## src/rtl/core/lcd_line_timing_controller_defines.svh

```systemverilog
// ----------------------------------------------------------------------------
// LCD line timing controller assertion macros
// Shared property forms for the concurrent checks in the timing core.
// ----------------------------------------------------------------------------
`ifndef LCD_LINE_TIMING_CONTROLLER_DEFINES_SVH
`define LCD_LINE_TIMING_CONTROLLER_DEFINES_SVH

// Same-cycle implication, disabled while reset is held.
`define LLTC_ASSERT_SAME(label, clk, rstn, cond, prop, msg) \
    label: assert property (@(posedge clk) disable iff (!(rstn)) (cond) |-> (prop)) \
        else $error(msg);

// Next-cycle implication, disabled while reset is held.
`define LLTC_ASSERT_NEXT(label, clk, rstn, cond, prop, msg) \
    label: assert property (@(posedge clk) disable iff (!(rstn)) (cond) |=> (prop)) \
        else $error(msg);

`endif

```

## src/rtl/core/lltc_pkg.sv

```systemverilog
// ----------------------------------------------------------------------------
// LCD line timing controller package
// Request kinds, item and result types, and line timing constants.
// ----------------------------------------------------------------------------
package lltc_pkg;

    // Request kinds carried in the input tuser
    typedef enum logic [1:0] {
        REQ_TICK      = 2'd0,
        REQ_CONTROL   = 2'd1,
        REQ_STATUS_EN = 2'd2,
        REQ_COMPARE   = 2'd3
    } req_kind_t;

    // One input request
    typedef struct packed {
        req_kind_t   req_type;
        logic [7:0]  write_value;
        logic [7:0]  cycles;
    } req_item_t;

    // One result, line in the lowest bits when packed
    typedef struct packed {
        logic        stat_irq;
        logic        vblank_irq;
        logic [7:0]  status_byte;
        logic [1:0]  mode;
        logic [7:0]  line;
    } result_t;

    localparam int RESULT_W = $bits(result_t);
    localparam int OUT_DATA_W = ((RESULT_W + 7) / 8) * 8;

    // Display modes
    localparam logic [1:0] MODE_HBLANK   = 2'd0;
    localparam logic [1:0] MODE_VBLANK   = 2'd1;
    localparam logic [1:0] MODE_SEARCH   = 2'd2;
    localparam logic [1:0] MODE_TRANSFER = 2'd3;

    // Line timing
    localparam logic [9:0] LINE_CYCLES    = 10'd456;
    localparam logic [9:0] SEARCH_BOUND   = LINE_CYCLES - 10'd80;
    localparam logic [9:0] TRANSFER_BOUND = SEARCH_BOUND - 10'd172;
    localparam logic [7:0] VBLANK_FIRST   = 8'd144;
    localparam logic [7:0] LINE_LAST      = 8'd154;

    // Status register layout
    localparam int STAT_COMPARE_FLAG = 2;
    localparam int STAT_EN_HBLANK    = 3;
    localparam int STAT_EN_VBLANK    = 4;
    localparam int STAT_EN_SEARCH    = 5;
    localparam int STAT_EN_COMPARE   = 6;
    localparam logic [7:0] STAT_EN_MASK   = 8'h78;
    localparam logic [7:0] STAT_KEEP_MASK = 8'h07;

    // Display enable bit of the control byte
    localparam int CTRL_DISPLAY_ON = 7;

endpackage

```

## src/rtl/core/lltc_in_stage.sv

```systemverilog
// ----------------------------------------------------------------------------
// LCD line timing controller input stage
// Registers one request from the input channel until the core takes it.
// ----------------------------------------------------------------------------
module lltc_in_stage (
    input  logic                aclk,
    input  logic                aresetn,
    input  logic                in_valid,
    output logic                in_ready,
    input  lltc_pkg::req_item_t in_item,
    output logic                held_valid,
    output lltc_pkg::req_item_t held_item,
    input  logic                take
);

    logic                valid_reg;
    logic                valid_next;
    lltc_pkg::req_item_t item_reg;

    // Accept when empty or when the held request leaves this cycle
    assign in_ready   = !valid_reg || take;
    assign valid_next = (in_valid && in_ready) ? 1'b1 : (take ? 1'b0 : valid_reg);

    // Hold valid flag
    always_ff @(posedge aclk) begin
        if (!aresetn) begin
            valid_reg <= 1'b0;
        end else begin
            valid_reg <= valid_next;
        end
    end

    // Capture request payload
    always_ff @(posedge aclk) begin
        if (in_valid && in_ready) begin
            item_reg <= in_item;
        end
    end

    assign held_valid = valid_reg;
    assign held_item  = item_reg;

endmodule

```

## src/rtl/core/lltc_timing.sv

```systemverilog
// ----------------------------------------------------------------------------
// LCD line timing controller core
// Holds the line timing state and computes one result per request.
// ----------------------------------------------------------------------------
`include "lcd_line_timing_controller_defines.svh"

module lltc_timing (
    input  logic                aclk,
    input  logic                aresetn,
    input  logic                advance,
    input  lltc_pkg::req_item_t item,
    output lltc_pkg::result_t   result
);

    logic [9:0]  countdown_reg;
    logic [9:0]  countdown_next;
    logic [7:0]  line_reg;
    logic [7:0]  line_next;
    logic [7:0]  status_reg;
    logic [7:0]  status_next;
    logic        display_on_reg;
    logic        display_on_next;
    logic [7:0]  compare_reg;
    logic [7:0]  compare_next;

    logic [1:0]  tick_mode;
    logic        tick_mode_en;
    logic        line_match;
    logic [10:0] count_diff;
    logic        count_left;
    logic        vblank_irq;
    logic        stat_irq;

    // Pick the mode from line and countdown
    always_comb begin
        if (line_reg >= lltc_pkg::VBLANK_FIRST) begin
            tick_mode    = lltc_pkg::MODE_VBLANK;
            tick_mode_en = status_reg[lltc_pkg::STAT_EN_VBLANK];
        end else if (countdown_reg >= lltc_pkg::SEARCH_BOUND) begin
            tick_mode    = lltc_pkg::MODE_SEARCH;
            tick_mode_en = status_reg[lltc_pkg::STAT_EN_SEARCH];
        end else if (countdown_reg >= lltc_pkg::TRANSFER_BOUND) begin
            tick_mode    = lltc_pkg::MODE_TRANSFER;
            tick_mode_en = 1'b0;
        end else begin
            tick_mode    = lltc_pkg::MODE_HBLANK;
            tick_mode_en = status_reg[lltc_pkg::STAT_EN_HBLANK];
        end
    end

    assign line_match = (line_reg == compare_reg);
    assign count_diff = {1'b0, countdown_reg} - {3'b000, item.cycles};
    assign count_left = !count_diff[10] && (count_diff[9:0] != 10'd0);

    // Next state and interrupts for the request in hand
    always_comb begin
        countdown_next  = countdown_reg;
        line_next       = line_reg;
        status_next     = status_reg;
        display_on_next = display_on_reg;
        compare_next    = compare_reg;
        vblank_irq      = 1'b0;
        stat_irq        = 1'b0;
        case (item.req_type)
            lltc_pkg::REQ_TICK: begin
                if (!display_on_reg) begin
                    countdown_next = lltc_pkg::LINE_CYCLES;
                    line_next      = 8'd0;
                    status_next    = {status_reg[7:2], lltc_pkg::MODE_HBLANK};
                end else begin
                    status_next = {status_reg[7:3], line_match, tick_mode};
                    stat_irq    = (tick_mode_en && (tick_mode != status_reg[1:0])) ||
                                  (line_match && status_reg[lltc_pkg::STAT_EN_COMPARE]);
                    if (count_left) begin
                        countdown_next = count_diff[9:0];
                    end else begin
                        countdown_next = lltc_pkg::LINE_CYCLES;
                        if (line_reg < lltc_pkg::VBLANK_FIRST) begin
                            line_next = line_reg + 8'd1;
                        end else if (line_reg < lltc_pkg::LINE_LAST) begin
                            line_next  = line_reg + 8'd1;
                            vblank_irq = 1'b1;
                        end else begin
                            line_next = 8'd0;
                        end
                    end
                end
            end
            lltc_pkg::REQ_CONTROL: begin
                display_on_next = item.write_value[lltc_pkg::CTRL_DISPLAY_ON];
            end
            lltc_pkg::REQ_STATUS_EN: begin
                status_next = (status_reg & lltc_pkg::STAT_KEEP_MASK) |
                              (item.write_value & lltc_pkg::STAT_EN_MASK);
            end
            lltc_pkg::REQ_COMPARE: begin
                compare_next = item.write_value;
            end
            default: begin
                compare_next = compare_reg;
            end
        endcase
    end

    // Advance state when the request moves on
    always_ff @(posedge aclk) begin
        if (!aresetn) begin
            countdown_reg  <= lltc_pkg::LINE_CYCLES;
            line_reg       <= 8'd0;
            status_reg     <= 8'd0;
            display_on_reg <= 1'b0;
            compare_reg    <= 8'd0;
        end else if (advance) begin
            countdown_reg  <= countdown_next;
            line_reg       <= line_next;
            status_reg     <= status_next;
            display_on_reg <= display_on_next;
            compare_reg    <= compare_next;
        end
    end

    assign result.line        = line_next;
    assign result.mode        = status_next[1:0];
    assign result.status_byte = status_next;
    assign result.vblank_irq  = vblank_irq;
    assign result.stat_irq    = stat_irq;

    // Register writes raise no interrupt
    `LLTC_ASSERT_SAME(a_write_no_irq, aclk, aresetn,
        advance && (item.req_type != lltc_pkg::REQ_TICK), !vblank_irq && !stat_irq,
        "interrupt raised by a register write")
    // Line never passes the last line
    `LLTC_ASSERT_SAME(a_line_range, aclk, aresetn, 1'b1, line_reg <= lltc_pkg::LINE_LAST,
        "scanline out of range")
    // Vertical blank interrupt lands on a blanking line
    `LLTC_ASSERT_SAME(a_vblank_line, aclk, aresetn, advance && vblank_irq,
        (line_next > lltc_pkg::VBLANK_FIRST) && (line_next <= lltc_pkg::LINE_LAST),
        "vertical blank interrupt outside blanking lines")
    // Tick with display off parks the countdown
    `LLTC_ASSERT_NEXT(a_display_off_park, aclk, aresetn,
        advance && (item.req_type == lltc_pkg::REQ_TICK) && !display_on_reg,
        (countdown_reg == lltc_pkg::LINE_CYCLES) && (line_reg == 8'd0),
        "display off tick did not reset line timing")

endmodule

```

## src/rtl/core/lltc_out_stage.sv

```systemverilog
// ----------------------------------------------------------------------------
// LCD line timing controller output stage
// Result register that holds one result until the receiver takes it.
// ----------------------------------------------------------------------------
module lltc_out_stage (
    input  logic              aclk,
    input  logic              aresetn,
    input  logic              load,
    output logic              load_ready,
    input  lltc_pkg::result_t load_result,
    output logic              out_valid,
    input  logic              out_ready,
    output lltc_pkg::result_t out_result
);

    logic              valid_reg;
    logic              valid_next;
    lltc_pkg::result_t result_reg;

    // Free when empty or when the held result leaves this cycle
    assign load_ready = !valid_reg || out_ready;
    assign valid_next = load ? 1'b1 : ((valid_reg && out_ready) ? 1'b0 : valid_reg);

    // Hold valid flag
    always_ff @(posedge aclk) begin
        if (!aresetn) begin
            valid_reg <= 1'b0;
        end else begin
            valid_reg <= valid_next;
        end
    end

    // Capture result payload
    always_ff @(posedge aclk) begin
        if (load) begin
            result_reg <= load_result;
        end
    end

    assign out_valid  = valid_reg;
    assign out_result = result_reg;

endmodule

```

## src/rtl/core/lcd_line_timing_controller.sv

```systemverilog
// ----------------------------------------------------------------------------
// LCD line timing controller
// Display mode, scanline and status interrupt timing for a handheld LCD.
// ----------------------------------------------------------------------------
// Usage:
//   The input stream carries one request per transfer: a tick of some machine
//   cycles, or a write of the display control, status enable or line compare
//   register. tuser selects the kind, tdata carries the value and cycle count.
//   Every request gives exactly one result on the output stream: the scanline,
//   mode and status byte after the request, plus the vertical blank and status
//   interrupt flags it raised.
//   An accepted request is held in the input register, the timing update
//   logic runs on it, and its result is loaded into the result register as
//   soon as that register is free; the result can then be taken from there.
//   Throughput is one request per cycle while the receiver keeps m_tready
//   high; the countdown subtract and line compare are combinational logic
//   between the two registers.
//   Reset (aresetn low, synchronous) empties both registers and returns the
//   timing state to display off, line 0, countdown 456, status 0, compare 0.
//   When the receiver holds m_tready low the result waits in the output
//   register, one further request waits in the input register, and s_tready
//   then drops until the result is taken; nothing is lost or repeated.
// ----------------------------------------------------------------------------
module lcd_line_timing_controller (
    input  logic                            aclk,
    input  logic                            aresetn,
    input  logic                            s_tvalid,
    output logic                            s_tready,
    input  logic [15:0]                     s_tdata,   // write_value[7:0], cycles[15:8]
    input  logic [1:0]                      s_tuser,   // req_type[1:0]
    output logic                            m_tvalid,
    input  logic                            m_tready,
    // line[7:0], mode[9:8], status_byte[17:10], vblank_irq[18], stat_irq[19], zeros above
    output logic [lltc_pkg::OUT_DATA_W-1:0] m_tdata
);

    lltc_pkg::req_item_t in_item;
    lltc_pkg::req_item_t held_item;
    logic                held_valid;
    logic                load_ready;
    logic                advance;
    lltc_pkg::result_t   core_result;
    lltc_pkg::result_t   out_result;

    // Unpack the input request
    assign in_item.req_type    = lltc_pkg::req_kind_t'(s_tuser);
    assign in_item.write_value = s_tdata[7:0];
    assign in_item.cycles      = s_tdata[15:8];

    // Move a request through the core when the result register is free
    assign advance = held_valid && load_ready;

    lltc_in_stage u_in_stage (
        .aclk       (aclk),
        .aresetn    (aresetn),
        .in_valid   (s_tvalid),
        .in_ready   (s_tready),
        .in_item    (in_item),
        .held_valid (held_valid),
        .held_item  (held_item),
        .take       (advance)
    );

    lltc_timing u_timing (
        .aclk    (aclk),
        .aresetn (aresetn),
        .advance (advance),
        .item    (held_item),
        .result  (core_result)
    );

    lltc_out_stage u_out_stage (
        .aclk        (aclk),
        .aresetn     (aresetn),
        .load        (advance),
        .load_ready  (load_ready),
        .load_result (core_result),
        .out_valid   (m_tvalid),
        .out_ready   (m_tready),
        .out_result  (out_result)
    );

    // Pack the result, zero fill to whole bytes
    assign m_tdata = {{(lltc_pkg::OUT_DATA_W - lltc_pkg::RESULT_W){1'b0}}, out_result};

endmodule

```

## config.mk

```make
export PLATFORM = sky130hd
export DESIGN_NAME = lcd_line_timing_controller
export DESIGN_NICKNAME = d
export VERILOG_FILES = /design/src/rtl/core/lltc_pkg.sv /design/src/rtl/core/lltc_in_stage.sv /design/src/rtl/core/lltc_timing.sv /design/src/rtl/core/lltc_out_stage.sv /design/src/rtl/core/lcd_line_timing_controller.sv
export VERILOG_INCLUDE_DIRS = /design/src /design/src/rtl/core
export SDC_FILE = /design/constraint.sdc
export NUM_CORES = 1
export LEC_CHECK = 0
export BUFFER_PORTS_ARGS = -buffer_cell sky130_fd_sc_hd__clkbuf_2
export CORE_ASPECT_RATIO = 0.9
export CORE_MARGIN = 1
export CORE_UTILIZATION = 50
export CTS_CLUSTER_DIAMETER = 120
export DETAILED_ROUTE_END_ITERATION = 7
export MAX_ROUTING_LAYER = met4
export PLACE_DENSITY = 0.82
export RECOVER_POWER = 50
export SLEW_MARGIN = 20
export SYNTH_ARGS = -nofsm -noshare
export SYNTH_HDL_FRONTEND = slang
export SYNTH_SLANG_ARGS = --single-unit
```

## constraint.sdc

```tcl
create_clock -name aclk -period 3.6 [get_ports aclk]
set_clock_uncertainty 0.2 [all_clocks]
set_input_delay 0.72 -clock aclk [delete_from_list [all_inputs] [get_ports aclk]]
set_output_delay 0.72 -clock aclk [all_outputs]
set_load 0.02 [all_outputs]
```

# [After elaboration in Yosys (flattened, before gate mapping)]
# Index checks and enable logic that the tools add are counted.
[totals] register_bits=75 in_bits=22 out_inout_bits=26 wordCells=71
[classes] add_sub_neg=2 n_lt_le_gt_ge=5 eq_ne=5 muxes=20 n_bitwise=3 reduce_logical=21
[ops] op="8-bit 2-to-1 mux" count=5
[ops] op="10-bit 2-to-1 mux" count=2
[ops] op="8-bit less-than comparator (second input constant)" count=2
[ops] op="8-bit one-hot mux with 2 select lines" count=1
[ops] op="10-bit by 8-bit subtractor with 11-bit output" count=1
[ops] op="10-bit by 8-bit >= comparator with 1-bit output (second input constant)" count=1
[ops] op="10-bit by 9-bit >= comparator with 1-bit output (second input constant)" count=1
[ops] op="10-bit nonzero test" count=1
[ops] op="8-bit by 1-bit adder with 8-bit output (second input constant)" count=1
[ops] op="8-bit == test" count=1
[ops] op="8-bit >= comparator (second input constant)" count=1
[ops] op="1-bit 2-to-1 mux" count=8
[ops] op="2-bit AND reduction" count=4
[ops] op="3-bit by 7-bit bitwise OR with 7-bit output" count=1
[ops] op="1-bit logical AND" count=6
[ops] op="2-bit 2-to-1 mux" count=3
[ops] op="2-bit == test (second input constant)" count=2
[ops] op="2-bit nonzero test" count=2
[ops] op="4-bit OR reduction" count=1
[ops] op="1-bit zero test" count=3
[ops] op="1-bit logical OR" count=3
[ops] op="3-bit 2-to-1 mux" count=1
[ops] op="2-bit by 1-bit == test with 1-bit output (second input constant)" count=1
[ops] op="2-bit zero test" count=1
[ops] op="2 further kinds" count=3

# [Logic depth before layout (Yosys ltp)]
[depth] word_depth=7 ltp_mapped=12 mapped_depth_nobuf=11

# [Hierarchy]
# A second synthesis with hierarchy kept.
[unflattened] cells_unflattened=373 hier_area_um2=3887.5
[modules_own_cells] mod="lltc_timing" n_inst=1 cells_each=320 area_each_um2=2600.0 seq_area_each_um2=700.7
[modules_own_cells] mod="lltc_out_stage" n_inst=1 cells_each=24 area_each_um2=649.4 seq_area_each_um2=620.6
[modules_own_cells] mod="lltc_in_stage" n_inst=1 cells_each=23 area_each_um2=598.1 seq_area_each_um2=560.5
[modules_own_cells] mod="lcd_line_timing_controller" n_inst=1 cells_each=6 area_each_um2=40.0 seq_area_each_um2=0.0

# [Least setup slack after synthesis]
# Ideal clock, no wire load.
[synth_path] path_type="register to register" from="register u_in_stage.item_reg (netlist bit u_in_stage.held_item[0])" to="register u_out_stage.result_reg (netlist bit u_out_stage.out_result[3]), data pin" setup_time_ns=0.261 arrival_time_ns=2.690 required_ns=3.139 setup_slack_ns=0.449 stages_incl_launch_ff=12 n_path_buf=1 period_less_slack_ns=3.151 cell_sequence="edfxtp_1 ha_1 fa_1 nor2b_1 o22ai_1 xor2_1 o2111ai_2 nor4_4 or3_4 buf_6 a21oi_1 a221o_1"
[synth_rtl] item="start: declaration" line_no="lltc_in_stage.sv:18" rtl="lltc_pkg::req_item_t item_reg;"
[synth_rtl] item="start signal: assignment" line_no="lltc_in_stage.sv:36" rtl="item_reg <= in_item;"
[synth_rtl] item="end signal: assignment" line_no="lltc_out_stage.sv:36" rtl="result_reg <= load_result;"
[synth_rtl] item="end: declaration" line_no="lltc_out_stage.sv:18" rtl="lltc_pkg::result_t result_reg;"

==> impl_metrics.yaml <==
run_status:
  status: "finished with violations"
  violations: "max-capacitance violations, max-slew violations"
pwr:
  power_density_mw_per_mm2: 393
  leakagePower_nw: 1.66
  power_frac_seq_pct: 53.7
  p_sw_share_pct: 24.4
  internal_power_mw: 1.28
  netSwitchingPower_mw: 0.413
  ir_drop_mv: 0.282
  pwr-share-comb_pct: 8.0
  p_clk_share_pct: 38.3
  finalPower_mw: 1.70
sta:
  layout_min_cycle_time_ps: 3430
  setup-violations-final: 0
  fmax_mhz: 292
  tightest_slew_ps: 1550
  fin_setup_tns_ps: 0
  rsz0062_at_grt: "no"
  slew_headroom_pct: -3.28
  finalCritPeriodShare_pct: 95.3
  hold_viol: 0
  whs_ps: 251
  slew_violations: 42
clocking:
  postCtsSetupBuffers: 0
  cts-root-buf: "clkbuf_8"
  cts-buffers-inserted: 9
  cts.path.max_buffers: 2
  clock-sinks: 73
  cts_tree: "yes"
  clkTransAtPathRegs_ps: 70
  cts_hold_buffers: 0
  cts_resized: 0
  cts_htree_levels: 3
  insertion_delay_ps: 360
final_layout:
  area_delta_synth_final_pct: 11.7
  fin_cells: 535
  layout_common_cells: "nand2_1, dfxtp_1, edfxtp_1"
  antenna_cells: 0
  final_common_cell: "nand2_1"
  n_fill_cell: 656
  drive_gt1_share_pct: 14.4
  nets: 468
grt:
  antenna_found_initial: 0
  grt_max_degree: 42
  overflow: 0
  track_usage_pct: 22.7
  grt_pass1_wl_mm: 13.6
  grt_pass1_vias: 2791
placed_design:
  numPortBuffers: 43
  post-dp-hpwl_mm: 5.80
  gp_congestion: 0.958
  dp_cells: 514
setup_path:
  rrSetupSlack_ps: 170
  cp_data_arrival_time_ps: 3310
  cp_max_fo: 8
  critical-path-max-stage-delay_ps: 420
  crit_path_start: "u_in_stage.held_item[0]"
  r2r_end: "u_out_stage.out_result[2]"
  path_cells: "ha_1, fa_1, nor2b_1, o211ai_1, a31o_1, or2_2, nor4_4, nor3_2, buf_4, o211ai_1, o311ai_1"
  r2r_cells: 11
  cp_common_cell: "o211ai_1"
  crit_type: "register to register"
  crit_slowest_cell: "fa_1"
  worst_setup_path_end_kind: "register"
  r2r-start: "u_in_stage.held_item[0]"
  crit_path_end: "u_out_stage.out_result[2]"
  cp.required_ps: 3480
  critPathLaunchType: "register"
logic_synthesis:
  synth_cells: 395
  synthTopCellsByArea: "edfxtp_1, dfxtp_1, nand2_1, nor2b_1, ha_1"
  avgSynthCellArea_um2: 9.79
  ys_seq_area_share_pct: 47.1
  synth.largest_area_cell: "edfxtp_1"
  synth_area_mm2: 0.00387
  synthFlopType: "dfxtp_1"
  synth_top_cell_area_share_pct: 28.0
  synth-edff-count: 36
  synth_warnings: 0
  synthArstFlopShare_pct: 0
  synth-seq-cells: 73
  ys_types: 66
drt:
  drt-pass1-iter-count: 5
  viasPerCell: 5.94
  wl_met1_mm: 3.64
  wl_met3_um: 702
  met2WireLength_mm: 3.86
  drt_iter0_markers: 322
  vias: 3180
  ant_nets: 0
  wl_per_cell_um: 15.7
  postRouteWirelength_mm: 8.39
  drc: 0
  dr.max_layer_used: "met4"
floorplanning:
  fp.dieH_um: 85.4
  num_rows: 30
  start_util_pct: 51.5
  core_area_mm2: 0.00751
  ioPinCount: 48
  die_w_um: 94.7
  dieArea_mm2: 0.00809
worst_hold_path:
  hold_path_class: "register to register"
job:
  cap_violations: 1
cell type report:
type / instances / area, µm² / area share, %
multi-input cells: 278 / 1850 / 42.9
flip-flops and latches: 73 / 1820 / 42.2
repair buffers: 53 / 256 / 5.94
clock buffers: 11 / 141 / 3.28
well taps: 96 / 120 / 2.78
inverters: 19 / 71.3 / 1.65
clock inverters: 5 / 55.1 / 1.28
per-stage QoR:
step / utilization, % / setup WS (ps) / instance area [µm²]
2_1_floorplan: - / 449 / 3880
3_3_place_gp: 54.8 / 315 / 4120
3_5_place_dp: 54.8 / 138 / 4120
4_1_cts: 57.5 / 74.6 / 4310
5_1_grt: 57.5 / 9.63 / 4320
6_report: 57.5 / 171 / 4320
power groups by stage:
stage	Sequential (mW)	Combinational [mW]	Clock (mW)
2_1_floorplan	0.939	0.0877	0
3_3_place_gp	0.928	0.132	0
3_5_place_dp	0.930	0.137	0
4_1_cts	0.911	0.138	0.660
5_1_grt	0.913	0.150	0.699
6_report	0.911	0.136	0.649
kinds of logic after synthesis:
group	Yosys count	share of synthesized area (%)
xor+xnor	13	3.14
other cells	1	0.0970
buf+inv	47	5.37
flops	73	47.1
fa+ha+maj	12	4.08
mux	11	2.91
compound gates	88	16.3
simple gates	150	20.9
Yosys cell counts, types with 8 or more instances:
master	count
nor2_1	15
nand2_1	45
nor3_1	11
o211ai_1	8
edfxtp_1	36
o21ai_0	10
dfxtp_1	37
xor2_1	11
nand3_1	18
nor2b_1	23
mux2i_1	9
a21oi_1	14
ha_1	11
inv_1	19
clkbuf_1	20
routing by layer:
layer / vias to the layer above / GRT usage (%)
met5: - / -
met4: 0 / 9.50
met3: 22 / 5.29
met2: 170 / 33.7
met1: 1483 / 29.5
li1: 1505 / -
worst max-delay path: cells and delay by family (launching register included):
kind	cells	cell delay, ps
AOI/OAI and AO/OA	4	640
adders and majority gates	2	660
buffers and inverters	1	210
DFF	1	400
and+or+nand+nor	4	1050
worst min-delay path by stage:
| stage | from | cells past startpoint | endpoint | slack (ps) |
|---|---|---|---|---|
| global route | u_timing.status_reg[7] | 1 | u_timing.status_reg[7] | 290 |
| finish | u_timing.countdown_reg[0] | 2 | u_timing.countdown_reg[0] | 250 |
| floorplan | u_timing.countdown_reg[0] | 2 | u_timing.countdown_reg[0] | 230 |
| global placement | u_timing.countdown_reg[0] | 2 | u_timing.countdown_reg[0] | 240 |
| CTS | u_timing.countdown_reg[0] | 2 | u_timing.countdown_reg[0] | 250 |
| detailed placement | u_timing.countdown_reg[0] | 2 | u_timing.countdown_reg[0] | 250 |
(Power assumes the default switching activity.)
